--- config.mk ---
export PLATFORM = sky130hd
export DESIGN_NAME = constrained_heading_argmin_top_flat
export DESIGN_NICKNAME = d
export VERILOG_FILES = /design/src/hdl/cha_pkg.sv /design/src/hdl/cha_channels.sv /design/src/hdl/cha_heading.sv /design/src/hdl/cha_best.sv /design/src/hdl/constrained_heading_argmin_top.sv /design/src/flat_wrapper.sv
export SDC_FILE = /design/constraint.sdc
export NUM_CORES = 1
export LEC_CHECK = 0
export ABC_AREA = 0
export BUFFER_PORTS_ARGS = -buffer_cell sky130_fd_sc_hd__clkbuf_2
export CORE_AREA = 3 3 178 223
export CTS_CLUSTER_DIAMETER = 50
export DETAILED_ROUTE_END_ITERATION = 8
export DIE_AREA = 0 0 181 226
export GPL_ROUTABILITY_DRIVEN = 1
export PLACE_DENSITY = 0.83
export REMOVE_ABC_BUFFERS = 1
export SYNTH_ARGS = -nofsm -noshare
export SYNTH_HDL_FRONTEND = slang
export SYNTH_SLANG_ARGS = --single-unit
export TNS_END_PERCENT = 30
--- constraint.sdc ---
create_clock -name i_clk -period 14.6 [get_ports i_clk]
set_clock_uncertainty 0.05 [all_clocks]
set_input_delay 1.46 -clock i_clk [delete_from_list [all_inputs] [get_ports i_clk]]
set_output_delay 1.46 -clock i_clk [all_outputs]
set_load 0.02 [all_outputs]
--- src/hdl/cha_pkg.sv ---
// ----------------------------------------------------------------------------
// cha_pkg: shared types and constants for the constrained heading argmin
// Item layouts, register indexes and the range limits of the search.
// ----------------------------------------------------------------------------
`default_nettype none

package cha_pkg;

    localparam int unsigned MAX_COLUMNS = 1024;
    localparam int unsigned MAX_ENTRIES = 65536;

    localparam int unsigned CFG_IDX_W  = 8;
    localparam int unsigned CFG_DATA_W = 32;

    localparam logic [CFG_IDX_W-1:0] CFG_COLUMN_STEP = 8'd0;
    localparam logic [CFG_IDX_W-1:0] CFG_FOV_LIMIT   = 8'd1;

    localparam logic [31:0] VALUE_NONE = 32'hFFFF_FFFF;

    typedef struct packed {
        logic [31:0] difference;
        logic [9:0]  column;
        logic [15:0] entry_index;
        logic [15:0] view_heading;
        logic [15:0] route_heading;
        logic        first;
        logic        last;
    } t_in_item;

    typedef struct packed {
        logic [15:0] best_heading;
        logic [15:0] best_entry;
        logic [31:0] lowest_value;
        logic        found;
    } t_out_item;

    // candidate passed from the heading stage to the search stage
    typedef struct packed {
        logic [31:0] difference;
        logic [15:0] entry_index;
        logic [15:0] heading;
        logic        ok;
        logic        first;
        logic        last;
    } t_cand;

endpackage

`default_nettype wire

--- src/hdl/cha_channels.sv ---
// ----------------------------------------------------------------------------
// cha_channels: valid/ready channels of the constrained heading argmin
// Input item, result item and configuration write channels.
// ----------------------------------------------------------------------------
`default_nettype none

interface cha_in_if;
    logic              valid;
    logic              ready;
    cha_pkg::t_in_item payload;
    modport source (output valid, output payload, input ready);
    modport sink   (input valid, input payload, output ready);
endinterface

interface cha_out_if;
    logic               valid;
    logic               ready;
    cha_pkg::t_out_item payload;
    modport source (output valid, output payload, input ready);
    modport sink   (input valid, input payload, output ready);
endinterface

interface cha_cfg_if;
    logic                           valid;
    logic                           ready;
    logic [cha_pkg::CFG_IDX_W-1:0]  index;
    logic [cha_pkg::CFG_DATA_W-1:0] data;
    modport source (output valid, output index, output data, input ready);
    modport sink   (input valid, input index, input data, output ready);
endinterface

`default_nettype wire

--- src/hdl/cha_heading.sv ---
// ----------------------------------------------------------------------------
// cha_heading: candidate heading and field-of-view test
// Registers the input beat, forms view + column * step rounded to 2^-16 turn,
// tests the shortest angle to the route and registers the candidate.
// ----------------------------------------------------------------------------
`default_nettype none

module cha_heading (
    input  wire logic          i_clk,
    input  wire logic          i_rst_n,
    cha_in_if.sink             i_in,
    input  wire logic [31:0]   i_column_step,
    input  wire logic [15:0]   i_fov_limit,
    output cha_pkg::t_cand     o_cand,
    output logic               o_cand_valid,
    input  wire logic          i_cand_ready
);

    logic              r_s1_v;
    cha_pkg::t_in_item r_s1;
    logic              r_s2_v;
    cha_pkg::t_cand    r_s2;

    logic              s2_free;
    logic              s1_go;
    logic              in_acc;

    logic [41:0]       prod;
    logic [31:0]       rnd;
    logic [15:0]       heading;
    logic [15:0]       delta;
    logic [16:0]       mag;
    logic              in_range;
    cha_pkg::t_cand    n_s2;

    assign s2_free    = !r_s2_v || i_cand_ready;
    assign s1_go      = r_s1_v && s2_free;
    assign i_in.ready = !r_s1_v || s2_free;
    assign in_acc     = i_in.valid && i_in.ready;

    always_comb begin
        prod     = 42'(r_s1.column) * 42'(i_column_step);
        rnd      = prod[31:0] + 32'h0000_8000;
        heading  = r_s1.view_heading + rnd[31:16];
        delta    = heading - r_s1.route_heading;
        // half a turn comes out as 32768
        mag      = delta[15] ? (17'h1_0000 - {1'b0, delta}) : {1'b0, delta};
        in_range = (32'(r_s1.column) < 32'(cha_pkg::MAX_COLUMNS)) &&
                   (33'(r_s1.entry_index) < 33'(cha_pkg::MAX_ENTRIES));
        n_s2.difference  = r_s1.difference;
        n_s2.entry_index = r_s1.entry_index;
        n_s2.heading     = heading;
        n_s2.ok          = in_range && (mag < {1'b0, i_fov_limit});
        n_s2.first       = r_s1.first;
        n_s2.last        = r_s1.last;
    end

    always_ff @(posedge i_clk) begin
        if (!i_rst_n) begin
            r_s1_v <= 1'b0;
            r_s2_v <= 1'b0;
        end else begin
            if (in_acc) begin
                r_s1_v <= 1'b1;
            end else if (s1_go) begin
                r_s1_v <= 1'b0;
            end
            if (s1_go) begin
                r_s2_v <= 1'b1;
            end else if (i_cand_ready) begin
                r_s2_v <= 1'b0;
            end
        end
    end

    always_ff @(posedge i_clk) begin
        if (in_acc) begin
            r_s1 <= i_in.payload;
        end
        if (s1_go) begin
            r_s2 <= n_s2;
        end
    end

    assign o_cand       = r_s2;
    assign o_cand_valid = r_s2_v;

endmodule

`default_nettype wire

--- src/hdl/cha_best.sv ---
// ----------------------------------------------------------------------------
// cha_best: running minimum and result register
// Keeps the best accepted candidate of the current search and registers
// the result beat when a last candidate goes through.
// ----------------------------------------------------------------------------
`default_nettype none

module cha_best (
    input  wire logic          i_clk,
    input  wire logic          i_rst_n,
    input  wire cha_pkg::t_cand i_cand,
    input  wire logic          i_cand_valid,
    output logic               o_cand_ready,
    cha_out_if.source          o_out
);

    cha_pkg::t_out_item r_best;
    cha_pkg::t_out_item base;
    cha_pkg::t_out_item n_best;
    logic               r_o_v;
    cha_pkg::t_out_item r_o;
    logic               out_free;
    logic               cand_go;
    logic               take;

    assign out_free     = !r_o_v || o_out.ready;
    // only a last beat needs the result register
    assign o_cand_ready = !i_cand.last || out_free;
    assign cand_go      = i_cand_valid && o_cand_ready;

    always_comb begin
        if (i_cand.first) begin
            base.best_heading = 16'd0;
            base.best_entry   = 16'd0;
            base.lowest_value = cha_pkg::VALUE_NONE;
            base.found        = 1'b0;
        end else begin
            base = r_best;
        end
        take = i_cand.ok && (i_cand.difference < base.lowest_value);
        if (take) begin
            n_best.best_heading = i_cand.heading;
            n_best.best_entry   = i_cand.entry_index;
            n_best.lowest_value = i_cand.difference;
            n_best.found        = 1'b1;
        end else begin
            n_best = base;
        end
    end

    always_ff @(posedge i_clk) begin
        if (!i_rst_n) begin
            r_best.best_heading <= 16'd0;
            r_best.best_entry   <= 16'd0;
            r_best.lowest_value <= cha_pkg::VALUE_NONE;
            r_best.found        <= 1'b0;
            r_o_v               <= 1'b0;
        end else begin
            if (cand_go) begin
                r_best <= n_best;
            end
            if (cand_go && i_cand.last) begin
                r_o_v <= 1'b1;
            end else if (o_out.ready) begin
                r_o_v <= 1'b0;
            end
        end
    end

    always_ff @(posedge i_clk) begin
        if (cand_go && i_cand.last) begin
            r_o <= n_best;
        end
    end

    assign o_out.valid   = r_o_v;
    assign o_out.payload = r_o;

endmodule

`default_nettype wire

--- src/hdl/constrained_heading_argmin_top.sv ---
// ----------------------------------------------------------------------------
// constrained_heading_argmin_top: field-of-view constrained heading argmin
// Streams difference beats, keeps the lowest one whose heading lies within
// the field of view of the route, and emits the best match on a last beat.
// ----------------------------------------------------------------------------
//  channel  dir  handshake      payload
//  i_in     in   valid/ready    difference, column, entry, headings, first, last
//  o_out    out  valid/ready    best_heading, best_entry, lowest_value, found
//  i_cfg    in   valid/ready    index (0 column_step, 1 fov_limit), data
//
//  One beat per cycle sustained; only a last beat waits on a full result
//  register, other beats pass. A result beat passes the input, candidate and
//  result registers after its last beat. Stages: input register, heading
//  multiply and angle test, running-minimum compare into the result register.
//  Synchronous active-low reset clears the search and both registers.
//  Configuration writes are always taken (ready held high).
// ----------------------------------------------------------------------------
`default_nettype none

module constrained_heading_argmin_top (
    input  wire logic i_clk,
    input  wire logic i_rst_n,
    cha_in_if.sink    i_in,
    cha_out_if.source o_out,
    cha_cfg_if.sink   i_cfg
);

    logic [31:0]    r_column_step;
    logic [15:0]    r_fov_limit;
    cha_pkg::t_cand cand;
    logic           cand_valid;
    logic           cand_ready;

    assign i_cfg.ready = 1'b1;

    always_ff @(posedge i_clk) begin
        if (!i_rst_n) begin
            r_column_step <= 32'd0;
            r_fov_limit   <= 16'd0;
        end else if (i_cfg.valid && i_cfg.ready) begin
            case (i_cfg.index)
                cha_pkg::CFG_COLUMN_STEP: r_column_step <= i_cfg.data;
                cha_pkg::CFG_FOV_LIMIT:   r_fov_limit   <= i_cfg.data[15:0];
                default: ;
            endcase
        end
    end

    cha_heading u_heading (
        .i_clk         (i_clk),
        .i_rst_n       (i_rst_n),
        .i_in          (i_in),
        .i_column_step (r_column_step),
        .i_fov_limit   (r_fov_limit),
        .o_cand        (cand),
        .o_cand_valid  (cand_valid),
        .i_cand_ready  (cand_ready)
    );

    cha_best u_best (
        .i_clk        (i_clk),
        .i_rst_n      (i_rst_n),
        .i_cand       (cand),
        .i_cand_valid (cand_valid),
        .o_cand_ready (cand_ready),
        .o_out        (o_out)
    );

endmodule

`default_nettype wire

--- src/flat_wrapper.sv ---
// flat-port wrapper written by rule: the top's interface ports become plain ports
module constrained_heading_argmin_top_flat 
  (i_clk, i_rst_n, i_in_valid, i_in_payload, i_in_ready, o_out_valid, o_out_payload, o_out_ready, i_cfg_valid, i_cfg_index, i_cfg_data, i_cfg_ready);
  cha_in_if i_in_i ();
  cha_out_if o_out_i ();
  cha_cfg_if i_cfg_i ();
  input  wire logic i_clk;
  input  wire logic i_rst_n;
  input wire logic [$bits(i_in_i.valid)-1:0] i_in_valid;
  input wire logic [$bits(i_in_i.payload)-1:0] i_in_payload;
  output wire logic [$bits(i_in_i.ready)-1:0] i_in_ready;
  output wire logic [$bits(o_out_i.valid)-1:0] o_out_valid;
  output wire logic [$bits(o_out_i.payload)-1:0] o_out_payload;
  input wire logic [$bits(o_out_i.ready)-1:0] o_out_ready;
  input wire logic [$bits(i_cfg_i.valid)-1:0] i_cfg_valid;
  input wire logic [$bits(i_cfg_i.index)-1:0] i_cfg_index;
  input wire logic [$bits(i_cfg_i.data)-1:0] i_cfg_data;
  output wire logic [$bits(i_cfg_i.ready)-1:0] i_cfg_ready;
  assign i_in_i.valid = i_in_valid;
  assign i_in_i.payload = i_in_payload;
  assign i_in_ready = i_in_i.ready;
  assign o_out_valid = o_out_i.valid;
  assign o_out_payload = o_out_i.payload;
  assign o_out_i.ready = o_out_ready;
  assign i_cfg_i.valid = i_cfg_valid;
  assign i_cfg_i.index = i_cfg_index;
  assign i_cfg_i.data = i_cfg_data;
  assign i_cfg_ready = i_cfg_i.ready;
  constrained_heading_argmin_top u_core (.i_clk(i_clk), .i_rst_n(i_rst_n), .i_in(i_in_i), .o_out(o_out_i), .i_cfg(i_cfg_i));
endmodule
==> impl_metrics.tcl, run 1 <==
set metrics [dict create \
    status "completed" \
    grt_overflow 0 \
    peakVddDrop_mv 0.0750 \
    async_flop_share 0 \
    ys_seq_area_frac 0.401 \
    coreArea_um2 37500 \
    path_max_fanout 27 \
    worstHoldStart "u_core.u_heading.n_s2[57]" \
    synth_area_per_cell_um2 10.2 \
    grt_pass1_vias 17000 \
    finalMaxSlewViolations 0 \
    final_util 0.673 \
    nFillCells 2838 \
    holdPathStages 0 \
    slowest_stage "edfxtp_1" \
    worstSetupStartpointType "register" \
    post_cts_buffers 0 \
    fp.dieArea_um2 40900 \
    ctsResizeCount 0 \
    required_ns 14.93 \
    synth_seq_cells 340 \
    grt_pass1_wl_um 86300 \
    antenna_left 0 \
    yosys_warnings 0 \
    routabilityCongestion 0.912 \
    hold_path.class "register to register" \
    via_per_inst 5.67 \
    wire_per_inst_um 18.6 \
    vias 16300 \
    route.detailed.drc 0 \
    critPathKind "register to register" \
    cts_tree "built" \
    drt-pass1-iter-count 7 \
    layout-area-overhead-vs-synth_pct 11.7 \
    max_stage_delay_ns 1.11 \
    synth_top_area_frac 0.298 \
    antenna_found_initial 0 \
    crit-reg2reg-launch "u_core.u_heading.r_s1[55]" \
    cp_common_cell "a21oi_1" \
    cts.reportedPaths.clkPinSlew_ns 0.06 \
    grt_max_degree 117 \
    power.density_nw_per_um2 97.9 \
    leakage_nw 10.7 \
    p_sw_mw 0.667 \
    synthesis.instances 2214 \
    rows 79 \
    ios 205 \
    finalSetupTns_ns 0 \
    period_needed_ns 11.69 \
    netlist_top_cells_area "edfxtp_1 30%, fa_1 18%, dfxtp_1 10%" \
    hold_viol_final 0 \
    cts.path.max_buffers 3 \
    critPathCaptureType "register" \
    p_comb_frac 0.155 \
    drv_cap 0 \
    synth_area_um2 22600 \
    ff2ff_path_depth 48 \
    portBuffers 203 \
    initial_core_util 0.603 \
    synth_top_area_cell "edfxtp_1" \
    setup_violations 0 \
    num_antenna_cells 0 \
    rrSetupSlack_ns 2.91 \
    htree_levels 2 \
    holdBufCountCts 0 \
    p_int_mw 1.80 \
    synth_ff_type "edfxtp_1" \
    swShare 0.270 \
    drtIter0Drc 1387 \
    die_w_um 181 \
    synth-edff-count 224 \
    cts.sinks 340 \
    cts_buffers 38 \
    worst_slew_pin_slew_ns 1.16 \
    max_freq_mhz 85.6 \
    finalCritPeriodShare 0.800 \
    arrival_ns 12.02 \
    hpwl_um 37500 \
    min_to "u_core.u_heading.o_cand[57]" \
    rsz0062_at_grt "false" \
    maxSlewHeadroom 0.224 \
    p_seq_frac 0.448 \
    fin_nets 2842 \
    p_clk_frac 0.397 \
    insertion_delay_ns 0.54 \
    clock-root-buffer "clkbuf_16" \
    r2r-end "u_core.u_heading.o_cand[2]" \
    ys_types 65 \
    die_h_um 226 \
    track_usage 0.262 \
    drive_above_1_share 0.129 \
    wl_um 53500 \
]
-- metrics by stage --
stage	power (mW)	cell area, um^2	hold WS [ns]	instances	setup slack (ns)
floorplan	1.37	22100	0.350	2095	4.27
global placement	1.48	23900	0.352	2804	3.37
detailed placement	1.50	23900	0.355	2804	3.10
CTS	2.48	25200	0.355	2874	3.01
global route	2.56	25200	0.353	2874	2.32
finish	2.47	25200	0.354	2874	2.91
-- kinds of logic (layout without fill, tap and decap cells) --
| kind of cell | after synthesis | in the layout | share of synthesized area |
|---|---|---|---|
| fa+ha+maj | 347 | 347 | 0.258 |
| xor+xnor | 64 | 64 | 0.0258 |
| compound gates | 362 | 362 | 0.0981 |
| other cells | 1 | 1 | 0.000166 |
| simple gates | 712 | 712 | 0.147 |
| mux | 16 | 16 | 0.00709 |
| flops | 340 | 340 | 0.401 |
| buf+inv | 372 | 546 | 0.0624 |
-- routing by layer --
metal	up-vias	GRT usage	part of all wire
li1	7565	-	-
met1	7936	0.323	0.38
met4	0	0.0816	0.028
met2	684	0.468	0.51
met5	-	0	0
met3	121	0.0498	0.079
-- worst max-delay path, delay by kind of cell (launching register included) --
family	cells	cell delay, ns
fa+ha+maj	9	3.44
buf+inv	1	0.05
xor+xnor	2	0.52
simple gates	12	1.91
compound gates	24	4.41
flops	1	1.11
-- flip-flops by register name (all words and copies together) (netlist names) --
| name | flops |
|---|---|
| u_core.u_heading.r_s1_v | 1 |
| u_core.u_heading.n_s2 | 50 |
| u_core.u_heading.o_cand_valid | 1 |
| u_core.u_best.o_out.valid | 1 |
| u_core.u_best.r_best | 65 |
| u_core.u_heading.r_s1 | 42 |
| u_core.u_heading.o_cand | 67 |
| u_core.u_best.o_out.payload | 65 |
| u_core.r_fov_limit | 16 |
| u_core.r_column_step | 32 |
-- how the worst max path moves through the flow --
stage	start	cells after the start	endpoint
finish	u_core.u_heading.r_s1[55]	48	u_core.u_heading.o_cand[2]
detailed placement	u_core.u_heading.r_s1[55]	50	u_core.u_heading.o_cand[2]
CTS	u_core.u_heading.r_s1[55]	50	u_core.u_heading.o_cand[2]
global placement	u_core.u_heading.r_s1[55]	53	u_core.u_heading.o_cand[2]
floorplan	u_core.u_heading.r_s1[51]	52	u_core.u_heading.o_cand[2]
global route	u_core.u_heading.r_s1[55]	51	u_core.u_heading.o_cand[2]
-- placed cells by master, fill, tap and decap left out, types with 14 or more instances in the layout --
master / netlist / routed
nand2_1: 304 / 302
inv_1: 253 / 253
edfxtp_1: 224 / 224
clkbuf_2: 0 / 202
fa_1: 199 / 199
ha_1: 148 / 148
and2_1: 125 / 122
nor2_1: 119 / 118
o21ai_0: 118 / 118
dfxtp_1: 116 / 116
a21oi_1: 101 / 100
a21boi_0: 65 / 65
nor3_1: 50 / 50
xnor2_1: 43 / 43
nand3_1: 39 / 39
clkbuf_16: 0 / 39
nor2b_1: 29 / 28
a21o_1: 20 / 20
buf_4: 1 / 20
xor2_1: 19 / 19
o21a_1: 18 / 18
mux2i_1: 16 / 16
nand2b_1: 14 / 14
-- cells in the mapped netlist (3+ instances only) --
library cell / number
o21ai_0: 118
o211ai_1: 3
mux2i_1: 16
nor3_1: 50
nand4_1: 9
o21bai_1: 4
a211oi_1: 5
xnor2_1: 43
nor2b_1: 29
a31oi_1: 3
o31a_1: 4
inv_1: 253
o21a_1: 18
nor4_1: 4
xor2_1: 19
buf_1: 8
and3_1: 3
a21oi_1: 101
nor2_1: 119
ha_1: 148
nand3_1: 39
fa_1: 199
a21boi_0: 65
dfxtp_1: 116
clkbuf_1: 108
and2_1: 125
edfxtp_1: 224
nand2b_1: 14
or3_1: 3
a21o_1: 20
nand2_1: 304
-- area by class of cell --
| type | instances | area, um^2 | area share |
|---|---|---|---|
| Tap cell | 486 | 608 | 0.0241 |
| Clock inverter | 17 | 209 | 0.00829 |
| Sequential cell | 340 | 9050 | 0.359 |
| Multi-Input combinational cell | 1502 | 12100 | 0.482 |
| Clock buffer | 53 | 1090 | 0.0432 |
| Inverter | 253 | 950 | 0.0377 |
| Timing Repair Buffer | 223 | 1170 | 0.0462 |
-- power by group through the flow --
stage	Combinational, mW	Clock (mW)	Sequential (mW)
2_1_floorplan	0.245	0	1.13
3_3_place_gp	0.357	0	1.12
3_5_place_dp	0.375	0	1.12
4_1_cts	0.380	0.997	1.10
5_1_grt	0.423	1.03	1.11
6_report	0.383	0.980	1.10
(Power assumes the default switching activity.)
==> inputs of run 2 (changes only) <==
--- a/config.mk
+++ b/config.mk
@@ -7,12 +7,12 @@
 export LEC_CHECK = 0
 export ABC_AREA = 0
 export BUFFER_PORTS_ARGS = -buffer_cell sky130_fd_sc_hd__clkbuf_2
-export CORE_AREA = 3 3 178 223
+export CORE_AREA = 3 3 186 233
 export CTS_CLUSTER_DIAMETER = 50
 export DETAILED_ROUTE_END_ITERATION = 8
-export DIE_AREA = 0 0 181 226
+export DIE_AREA = 0 0 189 236
 export GPL_ROUTABILITY_DRIVEN = 1
-export PLACE_DENSITY = 0.83
+export PLACE_DENSITY = 0.8
 export REMOVE_ABC_BUFFERS = 1
 export SYNTH_ARGS = -nofsm -noshare
 export SYNTH_HDL_FRONTEND = slang
==> constraint.sdc (replaced) <==
create_clock -name i_clk -period 9.6 [get_ports i_clk]
set_clock_uncertainty 0.05 [all_clocks]
set_input_delay 0.96 -clock i_clk [delete_from_list [all_inputs] [get_ports i_clk]]
set_output_delay 0.96 -clock i_clk [all_outputs]
set_load 0.02 [all_outputs]
==> run 2 against run 1 <==
Against the previous run: the flow now finishes with violations (setup timing); worst hold slack improved by 0.0089 ns; sequential cell count did not move; final area rose by 6.2%; maximum frequency rose by 11%; count of clock-buffer cells in the layout fell by 2; total power rose by 55%; largest cell class unchanged.
==> impl_metrics.tcl, run 2 (synthesized netlist as in run 1, its figures left out) <==
set metrics [dict create \
    drv_cap 0 \
    track_usage 0.266 \
    leakage_nw 11.6 \
    layout-area-overhead-vs-synth_pct 18.7 \
    gr-usage-met3 0.0395 \
    cts.path.max_buffers 3 \
    coreArea_um2 41200 \
    vias 17100 \
    rows 83 \
    postLayoutCellArea_um2 26800 \
    grt_pass1_vias 18100 \
    htree_levels 2 \
    postPlaceCellArea_um2 25300 \
    initial_core_util 0.548 \
    peakVddDrop_mv 0.138 \
    cp_common_cell "fa_1" \
    power.density_nw_per_um2 143 \
    required_ns 9.96 \
    via_per_inst 5.46 \
    seq_area_um2 9050 \
    worstSetupStartpointType "register" \
    dpl.cell_count 3043 \
    cts_tree "built" \
    setup_violations 1 \
    worst_slew_pin_slew_ns 1.17 \
    status "finished with violations" \
    critPathKind "register to register" \
    hold_viol_final 0 \
    wire_per_inst_um 18.9 \
    rsz0062_at_grt "true" \
    max_stage_delay_ns 0.57 \
    cts.sinks 340 \
    hold_path.class "register to register" \
    critPathCaptureType "register" \
    portBuffers 203 \
    setup_slack_ns -0.911 \
    nFillCells 3199 \
    met1_usage 0.317 \
    routabilityCongestion 0.949 \
    cts_buffers 40 \
    grt_max_degree 105 \
    arrival_ns 10.88 \
    met2_usage 0.463 \
    violations "setup timing" \
    slowest_stage "fa_1" \
    fin_nets 3027 \
    drt-pass1-iter-count 5 \
    antenna_found_initial 0 \
    insertion_delay_ns 0.57 \
    num_antenna_cells 0 \
    final_cell_mix "302 x nand2_1, 253 x inv_1, 224 x edfxtp_1" \
    max_freq_mhz 95.1 \
    ios 205 \
    multi_input_area_um2 12300 \
    path_max_fanout 5 \
    antenna_left 0 \
    finalCritPeriodShare 1.09 \
    cts.reportedPaths.clkPinSlew_ns 0.06 \
    largest_register_ffs 67 \
    maxSlewHeadroom 0.221 \
    hpwl_um 43400 \
    wl_um 59000 \
    final_cells 3127 \
    die_w_um 189 \
    clock-root-buffer "clkbuf_16" \
    period_needed_ns 10.51 \
    drtIter0Drc 1189 \
    grt_overflow 0 \
    route.detailed.drc 0 \
    busiest_layer "met2" \
    finalMaxSlewViolations 0 \
    drive_above_1_share 0.202 \
    fp.dieArea_um2 44600 \
    final_common_cell "nand2_1" \
    die_h_um 236 \
    grt_pass1_wl_um 93400 \
]
[run 2: metrics by stage]
stage / setup slack, ns / power, mW / utilization / hold WS, ns / setup TNS [ns]
2_1_floorplan: -0.730 / 2.09 / - / 0.350 / -0.730
3_3_place_gp: -0.740 / 2.35 / 0.614 / 0.354 / -0.740
3_5_place_dp: -0.983 / 2.39 / 0.614 / 0.355 / -0.983
4_1_cts: -0.858 / 3.85 / 0.647 / 0.368 / -0.858
5_1_grt: -1.38 / 3.99 / 0.650 / 0.374 / -1.38
6_report: -0.911 / 3.83 / 0.650 / 0.363 / -0.911
[run 2: area by class of cell]
type	count	area share
clock buffers	51	0.0397
flip-flops and latches	340	0.338
multi-input cells	1502	0.458
clock inverters	23	0.00668
inverters	253	0.0355
well taps	552	0.0258
repair buffers	406	0.0962
[run 2: metal layers]
| layer | vias to the layer above | routed length [um] |
|---|---|---|
| li1 | 7944 | - |
| met4 | 0 | 3620 |
| met3 | 178 | 3740 |
| met1 | 8283 | 22100 |
| met5 | - | 0 |
| met2 | 664 | 29500 |
[run 2: worst paths after layout]
| kind | from | depth (start not counted) | endpoint | slack [ns] |
|---|---|---|---|---|
| setup / recovery | u_core.u_heading.r_s1[57] | 48 | u_core.u_heading.o_cand[2] | -0.91 |
| hold / removal | u_core.u_heading.n_s2[50] | 0 | u_core.u_heading.o_cand[50] | 0.36 |
| setup reg to reg | u_core.u_heading.r_s1[57] | 48 | u_core.u_heading.o_cand[2] | -0.91 |
| hold reg to reg | u_core.u_heading.n_s2[50] | 0 | u_core.u_heading.o_cand[50] | 0.36 |
[run 2: worst max-delay path, delay by kind of cell, from the launching register on]
| family | cells | cell delay, ns |
|---|---|---|
| adders and majority gates | 9 | 3.79 |
| AOI/OAI and AO/OA | 21 | 3.04 |
| and+or+nand+nor | 13 | 2.22 |
| DFF | 1 | 0.54 |
| xor gates and xnor gates | 2 | 0.46 |
| buffers and inverters | 3 | 0.24 |
[run 2: power by group]
group	switching [mW]	internal (mW)	leakage, nW
clock	0.636	0.803	0.609
sequential	0.0326	1.65	3.06
combinational	0.426	0.282	7.98
total	1.09	2.73	11.6
[run 2: what timing repair did]
| item | CTS | global route |
|---|---|---|
| buffers inserted | 8 | 2 |
| pin swaps | 18 | 10 |
| hold buffers | 0 | 0 |
| setup endpoints to repair | 1 | 1 |
| resized for setup | 20 | 22 |
